==> src/rtl/mnde_pkg.sv <==
// Shared constants and types for the 3x3 max neighbour difference edge detector.
package mnde_pkg;

   // Configuration register file
   localparam int CSR_W       = 11;
   localparam int CSR_INDEX_W = 4;
   localparam logic [CSR_INDEX_W-1:0] CSR_IMAGE_WIDTH  = CSR_INDEX_W'(0);
   localparam logic [CSR_INDEX_W-1:0] CSR_IMAGE_HEIGHT = CSR_INDEX_W'(1);
   localparam logic [CSR_W-1:0] CSR_SIZE_RESET = CSR_W'(512);

   // Image geometry limits
   localparam int MIN_SIZE     = 3;
   localparam int HEIGHT_LIMIT = 1024;
   localparam int ROW_W        = 10;

   // Port widths of the pixel and result fields
   localparam int PIX_IN_W = 8;
   localparam int EDGE_W   = 8;

   // Window geometry: rows held by each window column cell
   localparam int WIN_ROWS = 3;

   // Result queue depth, also the number of beats allowed in flight
   localparam int OUT_DEPTH   = 4;
   localparam int OUT_COUNT_W = $clog2(OUT_DEPTH + 1);

   // Control travelling alongside a beat through the pipeline
   typedef struct packed {
      logic valid;
      logic has_res;
      logic border;
      logic last;
   } mnde_stage_type;

endpackage

==> src/rtl/mnde_out_fifo.sv <==
// Small result queue between the window pipeline and the result channel.
module mnde_out_fifo #(
   parameter int DATA_W = 9
) (
   input  logic                             clock,
   input  logic                             reset,
   input  logic                             push,
   input  logic [DATA_W-1:0]                push_data,
   input  logic                             pop,
   output logic                             out_valid,
   output logic [DATA_W-1:0]                out_data,
   output logic [mnde_pkg::OUT_COUNT_W-1:0] count
);
   import mnde_pkg::*;

   localparam int PTR_W = $clog2(OUT_DEPTH);

   logic [DATA_W-1:0]      entry_ff [OUT_DEPTH];
   logic [PTR_W-1:0]       wr_ptr_ff, wr_ptr_in;
   logic [PTR_W-1:0]       rd_ptr_ff, rd_ptr_in;
   logic [OUT_COUNT_W-1:0] count_ff, count_in;
   logic                   do_pop;

   assign do_pop = pop && (count_ff != '0);

   // Advance pointers and occupancy
   always_comb begin
      wr_ptr_in = push ? PTR_W'(wr_ptr_ff + 1'b1) : wr_ptr_ff;
      rd_ptr_in = do_pop ? PTR_W'(rd_ptr_ff + 1'b1) : rd_ptr_ff;
      count_in  = count_ff;
      if (push && !do_pop) begin
         count_in = OUT_COUNT_W'(count_ff + 1'b1);
      end else if (!push && do_pop) begin
         count_in = OUT_COUNT_W'(count_ff - 1'b1);
      end
   end

   always_ff @(posedge clock) begin
      if (reset) begin
         wr_ptr_ff <= '0;
         rd_ptr_ff <= '0;
         count_ff  <= '0;
      end else begin
         wr_ptr_ff <= wr_ptr_in;
         rd_ptr_ff <= rd_ptr_in;
         count_ff  <= count_in;
      end
   end

   // Store the pushed beat
   always_ff @(posedge clock) begin
      if (push) begin
         entry_ff[wr_ptr_ff] <= push_data;
      end
   end

   assign out_valid = (count_ff != '0);
   assign out_data  = entry_ff[rd_ptr_ff];
   assign count     = count_ff;

`ifndef SYNTHESIS
   // Never push into a full queue without a pop
   assert property (@(posedge clock) disable iff (reset)
      push && !do_pop |-> count_ff < OUT_COUNT_W'(OUT_DEPTH))
      else $error("result queue overflow");

   // Occupancy never exceeds the depth
   assert property (@(posedge clock) disable iff (reset)
      count_ff <= OUT_COUNT_W'(OUT_DEPTH))
      else $error("result queue count beyond depth");

   // The head beat holds while it waits
   assert property (@(posedge clock) disable iff (reset)
      out_valid && !pop |=> $stable(rd_ptr_ff))
      else $error("result queue head moved without a pop");
`endif
endmodule

==> config.mk <==
export PLATFORM = sky130hd
export DESIGN_NAME = mnde_out_fifo
export DESIGN_NICKNAME = d
export VERILOG_FILES = /design/src/rtl/mnde_pkg.sv /design/src/rtl/mnde_out_fifo.sv
export SDC_FILE = /design/constraint.sdc
export NUM_CORES = 1
export LEC_CHECK = 0
export BUFFER_PORTS_ARGS = -buffer_cell sky130_fd_sc_hd__buf_2
export CAP_MARGIN = 25
export CORE_ASPECT_RATIO = 0.8
export CORE_MARGIN = 2
export CORE_UTILIZATION = 59
export DETAILED_ROUTE_END_ITERATION = 8
export PLACE_DENSITY = 0.92
export SLEW_MARGIN = 30
export SYNTH_ARGS = -nofsm -noshare
export SYNTH_HDL_FRONTEND = slang
export SYNTH_SLANG_ARGS = --single-unit
export TNS_END_PERCENT = 30
==> constraint.sdc <==
create_clock -name clock -period 3.21 [get_ports clock]
set_input_delay 0 -clock clock [delete_from_list [all_inputs] [get_ports clock]]
set_output_delay 0 -clock clock [all_outputs]
set_load 0.01 [all_outputs]
Word level (Yosys, flattened, before mapping) --
Memories as Yosys holds them, arrays and structs flattened. A register that Yosys moved wholly into a read port is not among the register bits. Index checks and enable logic that the tools add are counted.
Storage, ports and cells: register bits after elaboration 7, memory bits (writable) 36, input port bits 13, output and inout port bits 13, logic and storage cells 21, memories kept 1
Cells by class: $add $sub $neg 4, multiplexer cells 6, reduce and logical (&&, ||, !) cells 7
Memory list:
- entry_ff | words 4, width 9, read ports 1, clocked after memory_dff 1, wr ports 1, line mnde_out_fifo.sv:18 | logic [DATA_W-1:0] entry_ff [OUT_DEPTH];
Operators with widths (count):
- two-way mux 3 bit | 2
- adder 2 x 1 -> 2 bit (second input constant) | 2
- two-way mux 2 bit | 2
- adder 3 x 1 -> 3 bit (second input constant) | 1
- logical AND 1 bit | 3
- nonzero test 3 bit | 1
- subtractor 3 x 1 -> 3 bit (second input constant) | 1
- logical NOT 1 bit | 2
- two-way mux 1 bit | 2
- nonzero test 2 bit | 1

Longest topological paths before layout --
Gate-level depths: netlist of run 1.
word-level depth 5, mapped depth 7

Worst setup path after synthesis of run 1 --
Ideal clock, no wire load.
path type flip-flop to flip-flop, start reg count_ff[1], in the netlist count[1], end reg count_ff[2], in the netlist count[2], setup time 0.070 ns, arrival time 1.882 ns, required time 3.140 ns, setup slack 1.258 ns, stages on the path, launching flop included 8, period minus slack after synthesis 1.952 ns, cell sequence dfxtp_1 > o31ai_4 > ha_1 > inv_1 > fa_1 > xor2_1 > or3_1 > a21oi_1
On the way: cells in the longest elaborated chain, start to end 5
RTL lines:
- start, declared | line mnde_out_fifo.sv:21 | logic [OUT_COUNT_W-1:0] count_ff, count_in;
- start signal, assigned | line mnde_out_fifo.sv:46 | count_ff <= count_in;
- branches (longest 5 deep; another with subtractor 3 x 1 -> 3 bit)
Several ways; the timed one is not identified. The select of a mux whose other input is x is not followed. A chain may end at the register's enable or synchronous reset.

Worst setup path in the final report of run 1 --
Ends and elaborated chain as after synthesis.

==> results of run 1 <==
[cells by family after synthesis]
logic type / synth area share
buffers and inverters: 0.0178
AO/OA/AOI/OAI: 0.0271
flip-flops: 0.719
XOR/XNOR: 0.0250
multiplexers: 0.127
AND/OR/NAND/NOR: 0.0371
adder cells (fa/ha/maj): 0.0471
[path summary, 6_finish.rpt]
path	startpoint	endpoint	slack [ns]
worst min-delay path	push	wr_ptr_ff[0]$_SDFFE_PP0P_	0.06
worst min register to register	wr_ptr_ff[1]$_SDFFE_PP0P_	wr_ptr_ff[1]$_SDFFE_PP0P_	0.56
worst max register to register	count[1]$_SDFFE_PP0P_	count[2]$_SDFFE_PP0P_	1.16
worst max-delay path	count[1]$_SDFFE_PP0P_	count[2]$_SDFFE_PP0P_	1.16
[worst max-delay path: stages, from the launching register on]
cell and delay [ns]:
dfxtp_1 0.39, o31ai_4 0.29, ha_1 0.22, inv_1 0.06, fa_1 0.37, xor2_1 0.19, or3_1 0.32, a21oi_1 0.15
[placed cells by master (no fill, tap or decap)]
master	n
a21oi_1	1
and2_1	4
buf_2	25
bufinv_16	1
clkbuf_1	1
clkbuf_8	5
clkinv_1	1
dfxtp_1	9
dlygate4sd3_1	10
edfxtp_1	36
fa_1	1
ha_1	5
inv_1	3
mux2i_1	2
mux4_2	9
nor2_1	7
o21ai_0	1
o311ai_2	1
o31ai_4	1
or3_1	1
or3_2	1
xnor2_1	1
xor2_1	4
[per-stage QoR]
stage | area (µm²) | hold WS [ns] | worst slack [ns] | cells
finish | 2110 | 0.0591 | 1.16 | 168
CTS | 2110 | 0.0549 | 1.13 | 168
global placement | 1910 | 0.209 | 1.26 | 150
detailed placement | 1910 | 0.219 | 1.16 | 150
global route | 2110 | 0.0834 | 1.06 | 168
floorplan | 1750 | 0.0989 | 1.26 | 90
[cell usage after synthesis, types with 2 or more instances]
cell       n  share of area
mux2i_1    2          0.011
mux4_2     9           0.12
edfxtp_1  36           0.62
ha_1       5          0.036
xor2_1     4          0.020
and2_1     4          0.014
inv_1      3         0.0064
nor2_1     7          0.015
dfxtp_1    9           0.10
[repair_timing]
item	CTS	global route
hold buffers	10	0
hold endpoints to repair	43	0
buffers inserted	0	0
[registers in the layout (all words and copies together), names as in the netlist, named ones only]
name and cells:
entry_ff 36, wr_ptr_ff 2, count 3, rd_ptr_ff 2
[per-layer routing]
layer / track usage / part of all wire / routed length (µm) / vias up
met3: 0.0538 / 0.053 / 164 / 5
met2: 0.363 / 0.54 / 1670 / 34
met1: 0.237 / 0.40 / 1240 / 469
met5: 0 / 0 / 0 / -
met4: 0.0851 / 0.013 / 42 / 0
li1: - / - / - / 420
[power by group through the flow]
stage | Clock (mW) | Combinational [mW] | Sequential, mW
global route | 0.427 | 0.372 | 0.782
detailed placement | 0 | 0.336 | 0.784
floorplan | 0 | 0.263 | 0.743
CTS | 0.407 | 0.349 | 0.772
global placement | 0 | 0.315 | 0.777
finish | 0.401 | 0.344 | 0.769
[layout make-up]
cell class,instances,area [µm²]
well taps,38,47.5
flip-flops and latches,45,1260
inverters,3,11.3
clock buffers,6,72.6
fillers,156,673
multi-input cells,39,462
repair buffers,35,225
clock inverters,2,33.8
==> reports/qor.csv, run 1 <==
stage;metric;value;unit
yosys;yosys_warnings;0;
power_and_ir_drop;p_sw;0.407;mW
yosys;synth-async-reset-ratio;0;
floorplanning;core_area;2790;µm²
floorplanning;start_util;0.630;
min_path;hold_class;input pin to flop;
placed_design;place_congestion;0.691;
critical_path;critPathKind;flop to flop;
critical_path;r2r_cells;7;
yosys;ys_ff_latch;45;
global_route;grt_pass1_vias;902;
floorplanning;rows;17;
power_and_ir_drop;p_leak;0.772;nW
clocking;path_clk_slew;0.07;ns
run;drv_cap;0;
drt;routedWlPerCell;18.6;µm
timing;setup_tns;0;ns
power_and_ir_drop;p_int;1.11;mW
critical_path;cp_max_fo;6;
yosys;syn_inst;90;
drt;route.detailed.drc;0;
outcome;status;finished clean;
power_and_ir_drop;finalPower;1.51;mW
clocking;cts_resized;0;
clocking;htree_levels;2;
yosys;synthFlopType;edfxtp_1;
clocking;cts_buffers;5;
yosys;synth_edf_count;36;
floorplanning;die_w;65.0;µm
clocking;insertion_delay;0.29;ns
yosys;yosysUniqueCellTypes;20;
critical_path;cp-end-kind;flop;
timing;skew;0.0101;ns
power_and_ir_drop;seq_power_share;0.508;
global_route;grt_overflow;0;
global_route;grt_pass1_wl;4.59;mm
timing;finalMaxSlewViolations;0;
placed_design;dp_hpwl;2.19;mm
finish;syn_to_final_growth;20.5;%
timing;rsz0062_at_grt;no;
timing;slew_headroom;0.613;
timing;period_share;0.640;
clocking;clock_sink_count;45;
global_route;grt_max_degree;14;
critical_path;cp.required;3.43;ns
timing;tightest_slew;0.580;ns
critical_path;crit_arrival;2.27;ns
drt;drt_pass1_iterations;4;
timing;clock.fmax;487;MHz
drt;finalWirelength;3.12;mm
timing;final_hold_viol_count;0;
drt;ant_nets;0;
yosys;postSynthAreaPerCell;19.5;µm²
power_and_ir_drop;power.density;717;nW/µm²
finish;layout-drive-gt1-share;0.331;
timing;min_period;2.05;ns
power_and_ir_drop;ir_worst_vdd;0.570;mV
yosys;synth_area;1750;µm²
drt;drt_iter0_markers;53;
drt;via_per_inst;5.52;
timing;setup_violations;0;
floorplanning;die-area;3430;µm²
global_route;grt_antenna_before_repair;0;
clocking;cts_tree;done;
finish;num_antenna_cells;0;
power_and_ir_drop;clkPwrFrac;0.265;
global_route;grtUsageTotal;0.204;
clocking;cts-root-buf;clkbuf_8;
min_path;min_path_cells;3;
floorplanning;fp.dieH;52.8;µm
yosys;syn_nets;109;
floorplanning;ios;26;
power_and_ir_drop;p_comb_frac;0.227;
critical_path;worstSetupStartpointType;flop;
clocking;clk_path_buf_depth;2;
placed_design;io_buffers;25;
yosys;seq_area_frac_synth;0.719;
finish;utilization;0.758;
drt;vias;928;
power_and_ir_drop;swShare;0.269;
finish;fin_nets;148;
No activity file was read; power rests on OpenSTA's default activity.
==> run 2: changes to the inputs <==
Settings changed: CORE_UTILIZATION 59 to 49, PLACE_DENSITY 0.92 to 0.83.
Clock period 3.21 ns to 1.8 ns, I/O delays scaled along.
==> reports/qor.csv, run 2 (synthesis gave the netlist of run 1 again) <==
stage;metric;value;unit
outcome;status;complete, but fails checks;
outcome;violations;hold timing, setup timing;
floorplanning;die-area;4080;µm²
finish;n_fill_cell;259;
clocking;path_clk_slew;0.07;ns
critical_path;worstSetupStartpointType;flop;
min_path;min_path_cells;2;
min_path;whs_endpoint;count[2]$_SDFFE_PP0P_;
floorplanning;die_w;70.9;µm
timing;rsz0062_at_grt;yes;
timing;clock.fmax;541;MHz
finish;layout-drive-gt1-share;0.415;
clocking;clk_path_buf_depth;2;
floorplanning;rows;19;
clocking;clock_sink_count;45;
drt;drt_iter0_markers;68;
finish;regArea;1270;µm²
critical_path;cp_max_fo;2;
critical_path;reg2reg_to;count[2]$_SDFFE_PP0P_;
clocking;cts_tree;done;
timing;min_period;1.85;ns
clocking;cts_buffers;5;
drt;via_per_inst;5.07;
min_path;holdCritStartpoint;reset;
finish;fin_nets;160;
power_and_ir_drop;ir_worst_vdd;0.938;mV
critical_path;critPathKind;flop to flop;
critical_path;cp-end-kind;flop;
power_and_ir_drop;p_leak;0.840;nW
run;drv_cap;0;
finish;largest_reg_flops;36;
timing;tightest_slew;0.469;ns
timing;final_hold_viol_count;3;
timing;slew_headroom;0.687;
finish;utilization;0.655;
placed_design;place_ws;-0.0634;ns
global_route;grt_antenna_before_repair;0;
finish;syn_to_final_growth;27.8;%
timing;skew;0.00560;ns
power_and_ir_drop;power.density;1270;nW/µm²
floorplanning;start_util;0.512;
timing;setup_violations;1;
drt;drt_pass1_iterations;4;
clocking;insertion_delay;0.29;ns
drt;finalWirelength;2.90;mm
critical_path;r2r_cells;7;
timing;holdWs;-0.0306;ns
drt;route.detailed.drc;0;
timing;fin_ws;-0.0468;ns
drt;routedWlPerCell;15.8;µm
clocking;cts-root-buf;clkbuf_8;
placed_design;place_congestion;0.660;
min_path;hold_class;input pin to flop;
critical_path;worst-r2r-setup-slack;-0.05;ns
clocking;hold_buffers;14;
finish;final_common_cell;edfxtp_1;
floorplanning;core_area;3420;µm²
timing;finalMaxSlewViolations;0;
global_route;grt_max_degree;15;
global_route;grtUsageTotal;0.162;
critical_path;crit_arrival;2.06;ns
timing;period_share;1.03;
finish;num_antenna_cells;0;
drt;vias;933;
placed_design;dp_hpwl;1.88;mm
finish;final_cell_mix;36 x edfxtp_1, 25 x buf_2, 14 x dlygate4sd3_1;
floorplanning;ios;26;
global_route;grt_pass1_vias;971;
finish;multi_input_area;474;µm²
global_route;grt_pass1_wl;4.66;mm
placed_design;io_buffers;25;
clocking;htree_levels;2;
drt;ant_nets;0;
global_route;grt_overflow;0;
critical_path;timing.rr.start;count[2]$_SDFFE_PP0P_;
finish;top_register;entry_ff;
power_and_ir_drop;finalPower;2.85;mW
floorplanning;fp.dieH;57.5;µm
critical_path;cp.required;2.02;ns
run 2: final cells by class:
cell class | count | share of cell area
tap | 42 | 0.0234
timing repair buffer | 47 | 0.145
sequential | 45 | 0.565
clock inverter | 2 | 0.0173
inverter | 3 | 0.00502
clock buffer | 6 | 0.0324
multi-input combinational | 39 | 0.211
run 2: power by group:
group / internal (mW) / total [mW] / switching, mW
clock network: 0.416 / 0.727 / 0.311
logic: 0.455 / 0.800 / 0.345
registers: 1.23 / 1.32 / 0.0931
run 2: how the worst max path moves through the flow:
stage / start / end / cells after the start
after detailed placement: count[2]$_SDFFE_PP0P_ / count[2]$_SDFFE_PP0P_ / 7
after floorplan: count[2]$_SDFFE_PP0P_ / count[2]$_SDFFE_PP0P_ / 7
final: count[2]$_SDFFE_PP0P_ / count[2]$_SDFFE_PP0P_ / 7
after global routing: count[2]$_SDFFE_PP0P_ / count[2]$_SDFFE_PP0P_ / 7
after CTS: count[1]$_SDFFE_PP0P_ / count[2]$_SDFFE_PP0P_ / 7
after global placement: count[2]$_SDFFE_PP0P_ / count[2]$_SDFFE_PP0P_ / 7
run 2: timing repair:
| item | in CTS | in global routing |
|---|---|---|
| gates resized for setup | 1 | 1 |
| pin swaps | 4 | 3 |
| endpoints found under the setup margin | 1 | 1 |
| hold endpoints to repair | 45 | 3 |
| buffers inserted | 2 | 0 |
run 2: per-layer routing:
metal | global-route usage | vias to the layer above | share of wire | wire length [µm]
met5 | 0 | - | 0 | 0
met4 | 0.0566 | 0 | 0.012 | 35
met3 | 0.0671 | 5 | 0.046 | 133
met2 | 0.266 | 27 | 0.53 | 1530
met1 | 0.196 | 460 | 0.42 | 1210
li1 | - | 441 | - | -
run 2: metrics by stage:
| step | TNS [ns] | hold slack (ns) | cell area (µm²) | instances |
|---|---|---|---|---|
| 2_1_floorplan | -0.0376 | 0.0989 | 1770 | 90 |
| 3_3_place_gp | 0 | 0.210 | 1970 | 160 |
| 3_5_place_dp | -0.0634 | 0.221 | 1970 | 160 |
| 4_1_cts | -0.0521 | -0.0362 | 2230 | 184 |
| 5_1_grt | -0.128 | -0.0329 | 2240 | 184 |
| 6_report | -0.0468 | -0.0306 | 2240 | 184 |
run 2: critical path, stage by stage (launching register included):
cell and delay (ns):
dfxtp_4 0.36, o31ai_4 0.26, ha_2 0.22, inv_2 0.04, fa_2 0.32, xor2_1 0.15
or3_1 0.31, a21oi_1 0.12
