<file path="src/rtl/mnde_pkg.sv">
// Shared constants and types for the 3x3 max neighbour difference edge detector.
package mnde_pkg;

   // Configuration register file
   localparam int CSR_W       = 11;
   localparam int CSR_INDEX_W = 4;
   localparam logic [CSR_INDEX_W-1:0] CSR_IMAGE_WIDTH  = CSR_INDEX_W'(0);
   localparam logic [CSR_INDEX_W-1:0] CSR_IMAGE_HEIGHT = CSR_INDEX_W'(1);
   localparam logic [CSR_W-1:0] CSR_SIZE_RESET = CSR_W'(512);

   // Image geometry limits
   localparam int MIN_SIZE     = 3;
   localparam int HEIGHT_LIMIT = 1024;
   localparam int ROW_W        = 10;

   // Port widths of the pixel and result fields
   localparam int PIX_IN_W = 8;
   localparam int EDGE_W   = 8;

   // Window geometry: rows held by each window column cell
   localparam int WIN_ROWS = 3;

   // Result queue depth, also the number of beats allowed in flight
   localparam int OUT_DEPTH   = 4;
   localparam int OUT_COUNT_W = $clog2(OUT_DEPTH + 1);

   // Control travelling alongside a beat through the pipeline
   typedef struct packed {
      logic valid;
      logic has_res;
      logic border;
      logic last;
   } mnde_stage_type;

endpackage

</file>
<file path="src/rtl/mnde_cell.sv">
// One window column cell: holds three pixels and gives the largest difference to the centre.
module mnde_cell #(
   parameter int PIXEL_BITS = 8
) (
   input  logic                                          clock,
   input  logic                                          shift_en,
   input  logic [mnde_pkg::WIN_ROWS-1:0][PIXEL_BITS-1:0] col_in,
   output logic [mnde_pkg::WIN_ROWS-1:0][PIXEL_BITS-1:0] col_out,
   input  logic [PIXEL_BITS-1:0]                         centre,
   output logic [PIXEL_BITS-1:0]                         diff_max
);
   import mnde_pkg::*;

   logic [WIN_ROWS-1:0][PIXEL_BITS-1:0] col_ff;
   logic [WIN_ROWS-1:0][PIXEL_BITS-1:0] diff;

   // Take the neighbour's column on every advancing beat
   always_ff @(posedge clock) begin
      if (shift_en) begin
         col_ff <= col_in;
      end
   end

   assign col_out = col_ff;

   // Absolute differences against the centre, then their maximum
   always_comb begin
      diff_max = '0;
      for (int r = 0; r < WIN_ROWS; r++) begin
         diff[r] = (centre > col_ff[r]) ? centre - col_ff[r] : col_ff[r] - centre;
         if (diff[r] > diff_max) begin
            diff_max = diff[r];
         end
      end
   end
endmodule

</file>
<file path="config.mk">
export PLATFORM = sky130hd
export DESIGN_NAME = mnde_cell
export DESIGN_NICKNAME = d
export VERILOG_FILES = /design/src/rtl/mnde_pkg.sv /design/src/rtl/mnde_cell.sv
export SDC_FILE = /design/constraint.sdc
export NUM_CORES = 1
export LEC_CHECK = 0
export ABC_AREA = 1
export BUFFER_PORTS_ARGS = -buffer_cell sky130_fd_sc_hd__buf_2
export CORE_ASPECT_RATIO = 1.4
export CORE_MARGIN = 10
export CORE_UTILIZATION = 50
export CTS_CLUSTER_DIAMETER = 50
export DETAILED_ROUTE_END_ITERATION = 10
export PLACE_DENSITY = 0.77
export SYNTH_ARGS = -nofsm -noshare
export SYNTH_HDL_FRONTEND = slang
export SYNTH_SLANG_ARGS = --single-unit
</file>
<file path="constraint.sdc">
create_clock -name clock -period 4.8 [get_ports clock]
set_clock_uncertainty 0.05 [all_clocks]
set_input_delay 0.48 -clock clock [delete_from_list [all_inputs] [get_ports clock]]
set_output_delay 0.48 -clock clock [all_outputs]
set_load 0.03 [all_outputs]
</file>
After elaboration in Yosys (flattened, before gate mapping)
Index checks and enable logic that the tools add are counted.
- output and inout port bits: 32
- word-level logic and storage cells: 21
- input bits: 34
- flip-flop bits (word level): 24
- multiplexer cells: 6
- $add $sub $neg: 6
- magnitude comparators: 6
- operator list (kind ; number):
    $mux 8 ; 6
    $sub 8x8->8 ; 6
    $gt 8x8->1 ; 5
    $gt 8x1->1 const B ; 1

Logic depth before layout (Yosys ltp)
Gate-level depths: netlist (run 1).
- depth after elaboration: 8
- depth in mapped cells: 34
- gate-level depth less buffers: 33

Worst setup path before layout (run 1)
Ideal clock, no wire load.
- path kind: register -> output
- start point: reg col_ff (netlist bit col_out[1])
- end point: out diff_max[0]
- required time: 4.270 ns
- path buffers: 1
- stages on the path, launching flop included: 30
- slack: -0.002 ns
- arrival: 4.272 ns
- cell sequence: edfxtp_1 -> inv_1 -> fa_1 -> nand3_1 -> nand2_1 -> nand2_1 -> nand2_1 -> nand2_2 -> nand2_1 -> and2_1 -> ha_1 -> nand2_1 -> inv_1 -> nand2_1 -> nand2_1 -> nand2_1 -> nand2_1 -> nand2_2 -> inv_1 -> nand3_1 -> nand2_1 -> inv_1 -> ha_1 -> nand2_1 -> nor2_1 -> nand2_1 -> nand3_1 -> nand2_1 -> buf_2 -> o21ai_0
- cells in the longest elaborated chain, start to end: 8
- elaborated cells between the ends (all ways): 10
- classes of those cells: add/sub (2); order compare (4); mux (4)
- RTL lines (element ; RTL line ; source):
    from (decl) ; mnde_cell.sv:14 ; logic [WIN_ROWS-1:0][PIXEL_BITS-1:0] col_ff;
    from (signal assigned) ; mnde_cell.sv:20 ; col_ff <= col_in;
    $sub 8x8->8 or $gt 8x8->1 (tied branches) ; mnde_cell.sv:30 ; diff[r] = (centre > col_ff[r]) ? centre - col_ff[r] : col_ff[r] - centre;
    $mux 8 (*) ; mnde_cell.sv:30 ;
    $gt 8x1->1 ; mnde_cell.sv:31 ; if (diff[r] > diff_max) begin
    $mux 8 (*) ; mnde_cell.sv:31 ;
    $gt 8x8->1 ; mnde_cell.sv:31 ;
    $mux 8 (*) ; mnde_cell.sv:31 ;
    $gt 8x8->1 ; mnde_cell.sv:31 ;
    $mux 8 (*) ; mnde_cell.sv:31 ;
    to (decl) ; mnde_cell.sv:10 ; output logic [PIXEL_BITS-1:0] diff_max
Every way passes the cells marked *; elsewhere a longest branch is shown, timed or not.

Worst setup path after layout (run 1)
- start point: reg col_ff (netlist bit col_out[8])
- end point: out diff_max[4]
- cells in the longest elaborated chain, start to end: 6
- elaborated cells between the ends (all ways): 8
- classes of those cells: add/sub (2); order compare (3); mux (3)
- RTL lines (element ; RTL line):
    $sub 8x8->8 or $gt 8x8->1 (tied branches) ; mnde_cell.sv:30
    $mux 8 (*) ; mnde_cell.sv:30
    $gt 8x8->1 ; mnde_cell.sv:31
    $mux 8 (*) ; mnde_cell.sv:31
    $gt 8x8->1 ; mnde_cell.sv:31
    $mux 8 (*) ; mnde_cell.sv:31
Marks and branches as above.

==> impl_metrics.toml, run 1 <==
[drt]
drt-initial-drc-count = 209
wl_met1_mm = 4.91
drc = 0
wl_per_cell_um = 15.4
dr.pass1.iters = 5
viasPerCell = 5.19
top_layer = "met4"
wl_met2_mm = 6.05
ant_nets = 0
num_vias = 4110
routed-wl-met3_um = 629
wirelength_mm = 12.2

[sta]
fin_crit_ps = 4940
finalSetupViolCount = 8
hold_viol = 0
holdWs_ps = 339
setup_tns_ps = -829
finalMaxSlewViolations = 0
fmax_mhz = 202
grt_setup_unrepaired = "true"
slew_headroom_pct = 67.7
period_share_pct = 103
setup_ws_ps = -145
worst_pin_slew_ps = 485

[critical_path]
cp.required_ps = 4270
slowest_delay_ps = 460
crit_path_start_kind = "flip-flop"
crit_slowest_cell = "edfxtp_1"
crit_type = "reg -> out"
cp-end-kind = "output pin"
path_max_fanout = 8
crit_start = "col_out[8]$_DFFE_PP_"
arrival_ps = 4410
cpMostUsedCell = "nand2_2"

[global_routing]
grt_first_pass_wirelength_mm = 18.3
antenna_found_initial = 0
overflow = 0
grt_pass1_vias = 3942
grt_max_degree = 25
grt_use_total_pct = 19.4

[synthesis]
avgSynthCellArea_um2 = 6.50
synth_fp_nets = 690
synthCells = 589
syn_area_mm2 = 0.00383
yosys_warnings = 0
ys_seq_area_share_pct = 18.8
ys_types = 31
synth.ff_latch_count = 24

[place]
gp_congestion = 0.941
dp_hpwl_mm = 9.55
port_buffers = 65

[cts]
root_buffer = "clkbuf_8"
clkTransAtPathRegs_ps = 70
cts_made_buffers = 3
cts_tree = "built"
hold_buffers = 0
htreeDepth = 1
clockBufferDepth = 2
clock-sinks = 24

[hold_path]
hold_start = "col_in[20]"
hold_class = "in -> reg"

[power_and_ir_drop]
power.density_mw_per_mm2 = 515
power.leakage_nw = 2.84
ir_drop_mv = 0.682

[status]
outcome = "finished, violations left"
violations = "negative setup slack"

[floorplanning]
die_w_um = 94.0
initial_core_util_pct = 51.7
io-pin-count = 66
rows = 37
die_h_um = 124
dieArea_mm2 = 0.0116
coreArea_mm2 = 0.00741

[layout]
final_common_cell = "nand2_1"
layout_common_cells = "nand2_1 (182), inv_1 (104), buf_2 (57)"
largest_reg_flops = 24
final_nets = 798
fillers = 624
areaGrowthSynthToFinish_pct = 36.1
drive_gt1_share_pct = 32.9
antenna_cells = 0

[run]
cap_violations = 0
[worst max-delay path, delay by kind of cell, from the launching register on]
kind,cells,cell delay [ps]
DFF,1,460
adders and majority gates,4,940
buffers and inverters,6,620
AOI/OAI and AO/OA,5,700
and+or+nand+nor,16,1430
[logic make-up (layout without fill, tap and decap cells)]
logic type,count (synthesis),count (layout),synth area share [%]
fa+ha+maj,67,67,23.1
simple gates,306,306,33.8
flops,24,24,18.8
xor+xnor,21,21,4.80
compound gates,43,43,6.44
buf+inv,128,234,13.1
[path summary, 6_finish.rpt]
kind                                end  slack [ps]  depth (start not counted)
setup / recovery            diff_max[4]        -140                         31
hold / removal    col_out[20]$_DFFE_PP_         340                          1
[power breakdown]
part	internal [mW]	switching, mW
logic	0.964	1.35
clock network	0.0560	0.0527
registers	0.250	0.0137
[what timing repair did]
| item | 4_1_cts | 5_1_grt |
|---|---|---|
| gates cloned | 0 | 0 |
| pin swaps | 8 | 41 |
| setup buffers | 4 | 11 |
| gates resized for setup | 30 | 111 |
| hold endpoints to repair | 0 | 0 |
| setup endpoints to repair | 8 | 8 |
[Yosys cell counts (all sizes together)]
cell type,n,share of area [%]
o21a,2,0.39
nand2,226,23
a21oi,26,3.8
nand3b,1,0.20
nand4,11,1.8
nor2,21,2.5
xor2,14,3.2
buf,8,1.3
edfxtp,24,19
nor3,2,0.39
and2,1,0.16
ha,61,20
nand3,44,5.7
a21boi,1,0.20
inv,120,12
o211ai,1,0.20
o21ai,10,1.3
xnor2,7,1.6
a31oi,1,0.16
fa,6,3.1
o21bai,2,0.39
[area by class of cell]
type	instances	area [um^2]	share of cell area, %
Timing Repair Buffer	111	736	14.1
Clock buffer	3	41.3	0.792
Inverter	120	465	8.93
Sequential cell	24	721	13.8
Tap cell	97	121	2.33
Multi-Input combinational cell	437	3130	60.0
[layer usage]
layer,GRT usage [%],vias up
li1,-,2049
met1,22.8,1831
met2,34.0,184
met3,1.88,46
met4,9.90,0
met5,0,-
[stage by stage]
stage               worst slack (ps)  cell area (um^2)  utilization, %  instances  power (mW)
global route                    -342              5210            70.4        792        2.86
finish                          -145              5210            70.4        792        2.68
detailed placement              -254              4460            60.2        774        1.80
floorplan                        217              3830               -        589        1.30
CTS                             7.70              4640            62.6        781        2.06
global placement               -50.9              4460            60.2        774        1.74
Power figures use the tool's default switching activity.
==> inputs of run 2 (changes only) <==
--- a/config.mk
+++ b/config.mk
@@ -13,6 +13,7 @@
 export CTS_CLUSTER_DIAMETER = 50
 export DETAILED_ROUTE_END_ITERATION = 10
 export PLACE_DENSITY = 0.77
+export SKIP_CTS_REPAIR_TIMING = 1
 export SYNTH_ARGS = -nofsm -noshare
 export SYNTH_HDL_FRONTEND = slang
 export SYNTH_SLANG_ARGS = --single-unit
==> run 2 against run 1 <==
Design area decreased by 0.72%. Hold slack improved by 0.50 ps. Combinational power fell by 2%. Largest cell class unchanged. The run still ends with negative setup slack left.
==> impl_metrics.toml, run 2 (synthesis results as in run 1) <==
[drt]
viasPerCell = 5.16
drc = 0
wirelength_mm = 11.9
num_vias = 4080
wl_per_cell_um = 15.1
drt-initial-drc-count = 256
dr.pass1.iters = 5
ant_nets = 0

[floorplanning]
initial_core_util_pct = 51.7
die_w_um = 94.0
io-pin-count = 66
rows = 37
dieArea_mm2 = 0.0116
die_h_um = 124
coreArea_mm2 = 0.00741

[cts]
root_buffer = "clkbuf_8"
cts_made_buffers = 3
cts_tree = "built"
clkTransAtPathRegs_ps = 70
clock-sinks = 24
clockBufferDepth = 2
htreeDepth = 1

[power_and_ir_drop]
power.density_mw_per_mm2 = 511
ir_drop_mv = 0.609
power.leakage_nw = 2.83
p_total_mw = 2.64

[status]
violations = "negative setup slack"
outcome = "finished, violations left"

[hold_path]
hold_class = "in -> reg"

[place]
gp_congestion = 0.941
post-place-ws_ps = -254
port_buffers = 65
dp_hpwl_mm = 9.55
dp_cells = 774

[layout]
largest_reg_flops = 24
antenna_cells = 0
drive_gt1_share_pct = 32.4
fillers = 627
fin_cells = 791
final_nets = 797
layout_common_cells = "nand2_1 (186), inv_1 (104), buf_2 (57)"
areaGrowthSynthToFinish_pct = 35.1
final_common_cell = "nand2_1"

[sta]
fin_crit_ps = 4940
finalMaxSlewViolations = 0
worst_pin_slew_ps = 475
period_share_pct = 103
grt_setup_unrepaired = "true"
slew_headroom_pct = 68.3
finalSetupViolCount = 8
fmax_mhz = 202
hold_viol = 0
setup_ws_ps = -142

[global_routing]
grt_first_pass_wirelength_mm = 17.9
grt_max_degree = 25
antenna_found_initial = 0
grt_pass1_vias = 3844
grt_use_total_pct = 18.9
overflow = 0

[critical_path]
crit_path_start_kind = "flip-flop"
arrival_ps = 4410
path_max_fanout = 7
cp-end-kind = "output pin"
cpMostUsedCell = "nand2_2"
crit_slowest_cell = "edfxtp_1"
crit_type = "reg -> out"
cp.required_ps = 4270
slowest_delay_ps = 450

[run]
cap_violations = 0
run 2: cell types whose count changed in the layout (fill, tap and decap cells not counted), sizes merged:
cell / delta
buf: -1
run 2: final timing paths:
path / start / end / slack (ps) / cells after the start
min: col_in[20] / col_out[20]$_DFFE_PP_ / 340 / 1
max: col_out[8]$_DFFE_PP_ / diff_max[4] / -140 / 31
run 2: final cells by class:
type	count	area [um^2]	area share (%)
inverters	120	463	8.95
well taps	97	121	2.35
clock buffers	3	41.3	0.798
flip-flops and latches	24	721	13.9
multi-input cells	437	3080	59.5
repair buffers	110	747	14.4
run 2: worst max-delay path: cells and delay by family, from the launching register on:
kind,cells,cell delay [ps]
compound gates,4,610
simple gates,17,1590
flops,1,450
fa+ha+maj,4,890
buf+inv,6,620
run 2: per-stage QoR:
stage / util [%] / hold WS (ps) / area (um^2) / TNS, ps
CTS: 60.8 / 332 / 4500 / -1900
global route: 69.8 / 329 / 5170 / -2750
floorplan: - / 529 / 3830 / 0
detailed placement: 60.2 / 608 / 4460 / -1630
global placement: 60.2 / 606 / 4460 / -304
finish: 69.8 / 339 / 5170 / -882
run 2: metal layers:
metal	share of wire, %	routed length (um)	track usage, %
met2	49	5880	33.1
met1	41	4850	22.5
met4	5.7	678	9.43
met5	0	0	0
met3	4.4	520	1.76
run 2: power breakdown:
part | switching [mW] | internal, mW | total, mW
combinational | 1.31 | 0.961 | 2.27
sequential | 0.0139 | 0.250 | 0.264
clock | 0.0523 | 0.0560 | 0.108
total | 1.38 | 1.27 | 2.64
==> inputs of run 3 (changes only) <==
--- a/config.mk
+++ b/config.mk
@@ -12,6 +12,7 @@
 export CORE_UTILIZATION = 50
 export CTS_CLUSTER_DIAMETER = 50
 export DETAILED_ROUTE_END_ITERATION = 10
+export MAX_ROUTING_LAYER = met4
 export PLACE_DENSITY = 0.77
 export SKIP_CTS_REPAIR_TIMING = 1
 export SYNTH_ARGS = -nofsm -noshare
==> run 3 against run 2 <==
The flow still finishes with violations (negative setup slack). Global-route usage up 0.27 points. Sequential cell count unchanged. Hold slack worse by 6.3 ps. Fmax up 0.47%. Critical path depth down 2. Final cell count unchanged. Die area unchanged. Setup slack better by 23 ps. Highest routed layer unchanged.
==> impl_metrics.toml, run 3 (synthesis results as in run 1) <==
[status]
outcome = "finished, violations left"
violations = "negative setup slack"

[drt]
routed-wl-met3_um = 415
wl_met1_mm = 4.90
top_layer = "met4"
ant_nets = 0
viasPerCell = 5.05
wirelength_mm = 11.9
drt-initial-drc-count = 240
wl_per_cell_um = 15.0
num_vias = 3992
dr.pass1.iters = 6
wl_met2_mm = 6.02
drc = 0

[place]
dp_hpwl_mm = 9.65
port_buffers = 65
gp_congestion = 0.970
dp_cells = 778

[layout]
final_nets = 796
layout_common_cells = "nand2_1 (187), inv_1 (108), buf_2 (57)"
fin_cells = 791
final_common_cell = "nand2_1"
areaGrowthSynthToFinish_pct = 32.8
drive_gt1_share_pct = 30.5
ff_latch_area_um2 = 721
largest_reg_flops = 24
fillers = 631
multi_input_area_mm2 = 0.00301
antenna_cells = 0

[cts]
htreeDepth = 1
clkTransAtPathRegs_ps = 70
root_buffer = "clkbuf_8"
cts_tree = "built"
cts_made_buffers = 3
clockBufferDepth = 2
clock-sinks = 24

[power_and_ir_drop]
p_int_mw = 1.20
swShare_pct = 52.5
power.density_mw_per_mm2 = 498
p_sw_mw = 1.33
power.leakage_nw = 2.81
p_total_mw = 2.53
combinationalPowerShare_pct = 85.1
pwr-share-clk_pct = 4.5
ir_drop_mv = 0.679
p_seq_share_pct = 10.4

[sta]
finalSetupViolCount = 8
fin_crit_ps = 4920
hold_viol = 0
grt_setup_unrepaired = "true"
setup_ws_ps = -119
finalMaxSlewViolations = 0
period_share_pct = 102
worst_pin_slew_ps = 469
fmax_mhz = 203
slew_headroom_pct = 68.7

[critical_path]
cp-end-kind = "output pin"
crit_slowest_cell = "edfxtp_1"
crit_path_start_kind = "flip-flop"
cp.required_ps = 4270
crit_type = "reg -> out"
path_max_fanout = 7
cpMostUsedCell = "nand2_1"
slowest_delay_ps = 440
arrival_ps = 4390

[floorplanning]
coreArea_mm2 = 0.00741
die_w_um = 94.0
dieArea_mm2 = 0.0116
initial_core_util_pct = 51.7
rows = 37
die_h_um = 124
io-pin-count = 66

[global_routing]
overflow = 0
antenna_found_initial = 0
grt_max_degree = 25
grt_first_pass_wirelength_mm = 17.5
grt_pass1_vias = 3688
grt_use_total_pct = 19.2

[hold_path]
hold_class = "in -> reg"
min_path_cells = 1

[run]
cap_violations = 0
==> run 3: cell types whose count changed in the layout (fill, tap and decap cells not counted), sizes merged <==
cell | before | now
buf | 110 | 109
clkinv | 0 | 1
==> run 3: final cells by class <==
class,count,area share [%]
multi-input cells,437,59.3
repair buffers,109,14.2
well taps,97,2.39
flip-flops and latches,24,14.2
clock buffers,3,0.812
inverters,120,9.06
clock inverters,1,0.0738
==> run 3: critical path, delay by kind of cell, from the launching register on <==
kind	cells	cell delay (ps)
buffers and inverters	7	790
adders and majority gates	4	1060
and+or+nand+nor	18	1830
DFF	1	440
==> run 3: path summary, 6_finish.rpt <==
path,from,end
max,col_out[8]$_DFFE_PP_,diff_max[5]
min,col_in[6],col_out[6]$_DFFE_PP_
==> run 3: layer usage <==
metal / up-vias / global-route usage (%)
met2: 138 / 32.9
met4: 0 / 8.48
met3: 33 / 1.58
li1: 2041 / -
met1: 1780 / 22.4
met5: - / -
==> run 3: power groups by stage <==
stage	Clock (mW)	Combinational [mW]	Sequential [mW]
finish	0.113	2.16	0.264
CTS	0.120	1.51	0.265
detailed placement	0	1.51	0.269
floorplan	0	1.00	0.299
global placement	0	1.48	0.268
global route	0.124	2.33	0.266
==> run 3: metrics by stage <==
stage | setup WS, ps | TNS [ps] | util, % | instance area [um^2] | hold slack [ps]
after CTS | -276 | -2080 | 61.2 | 4530 | 322
final | -119 | -821 | 68.6 | 5080 | 333
after global routing | -336 | -2520 | 68.6 | 5080 | 321
after global placement | -123 | -800 | 60.6 | 4490 | 607
after detailed placement | -236 | -1770 | 60.6 | 4490 | 608
after floorplan | 217 | 0 | - | 3830 | 529
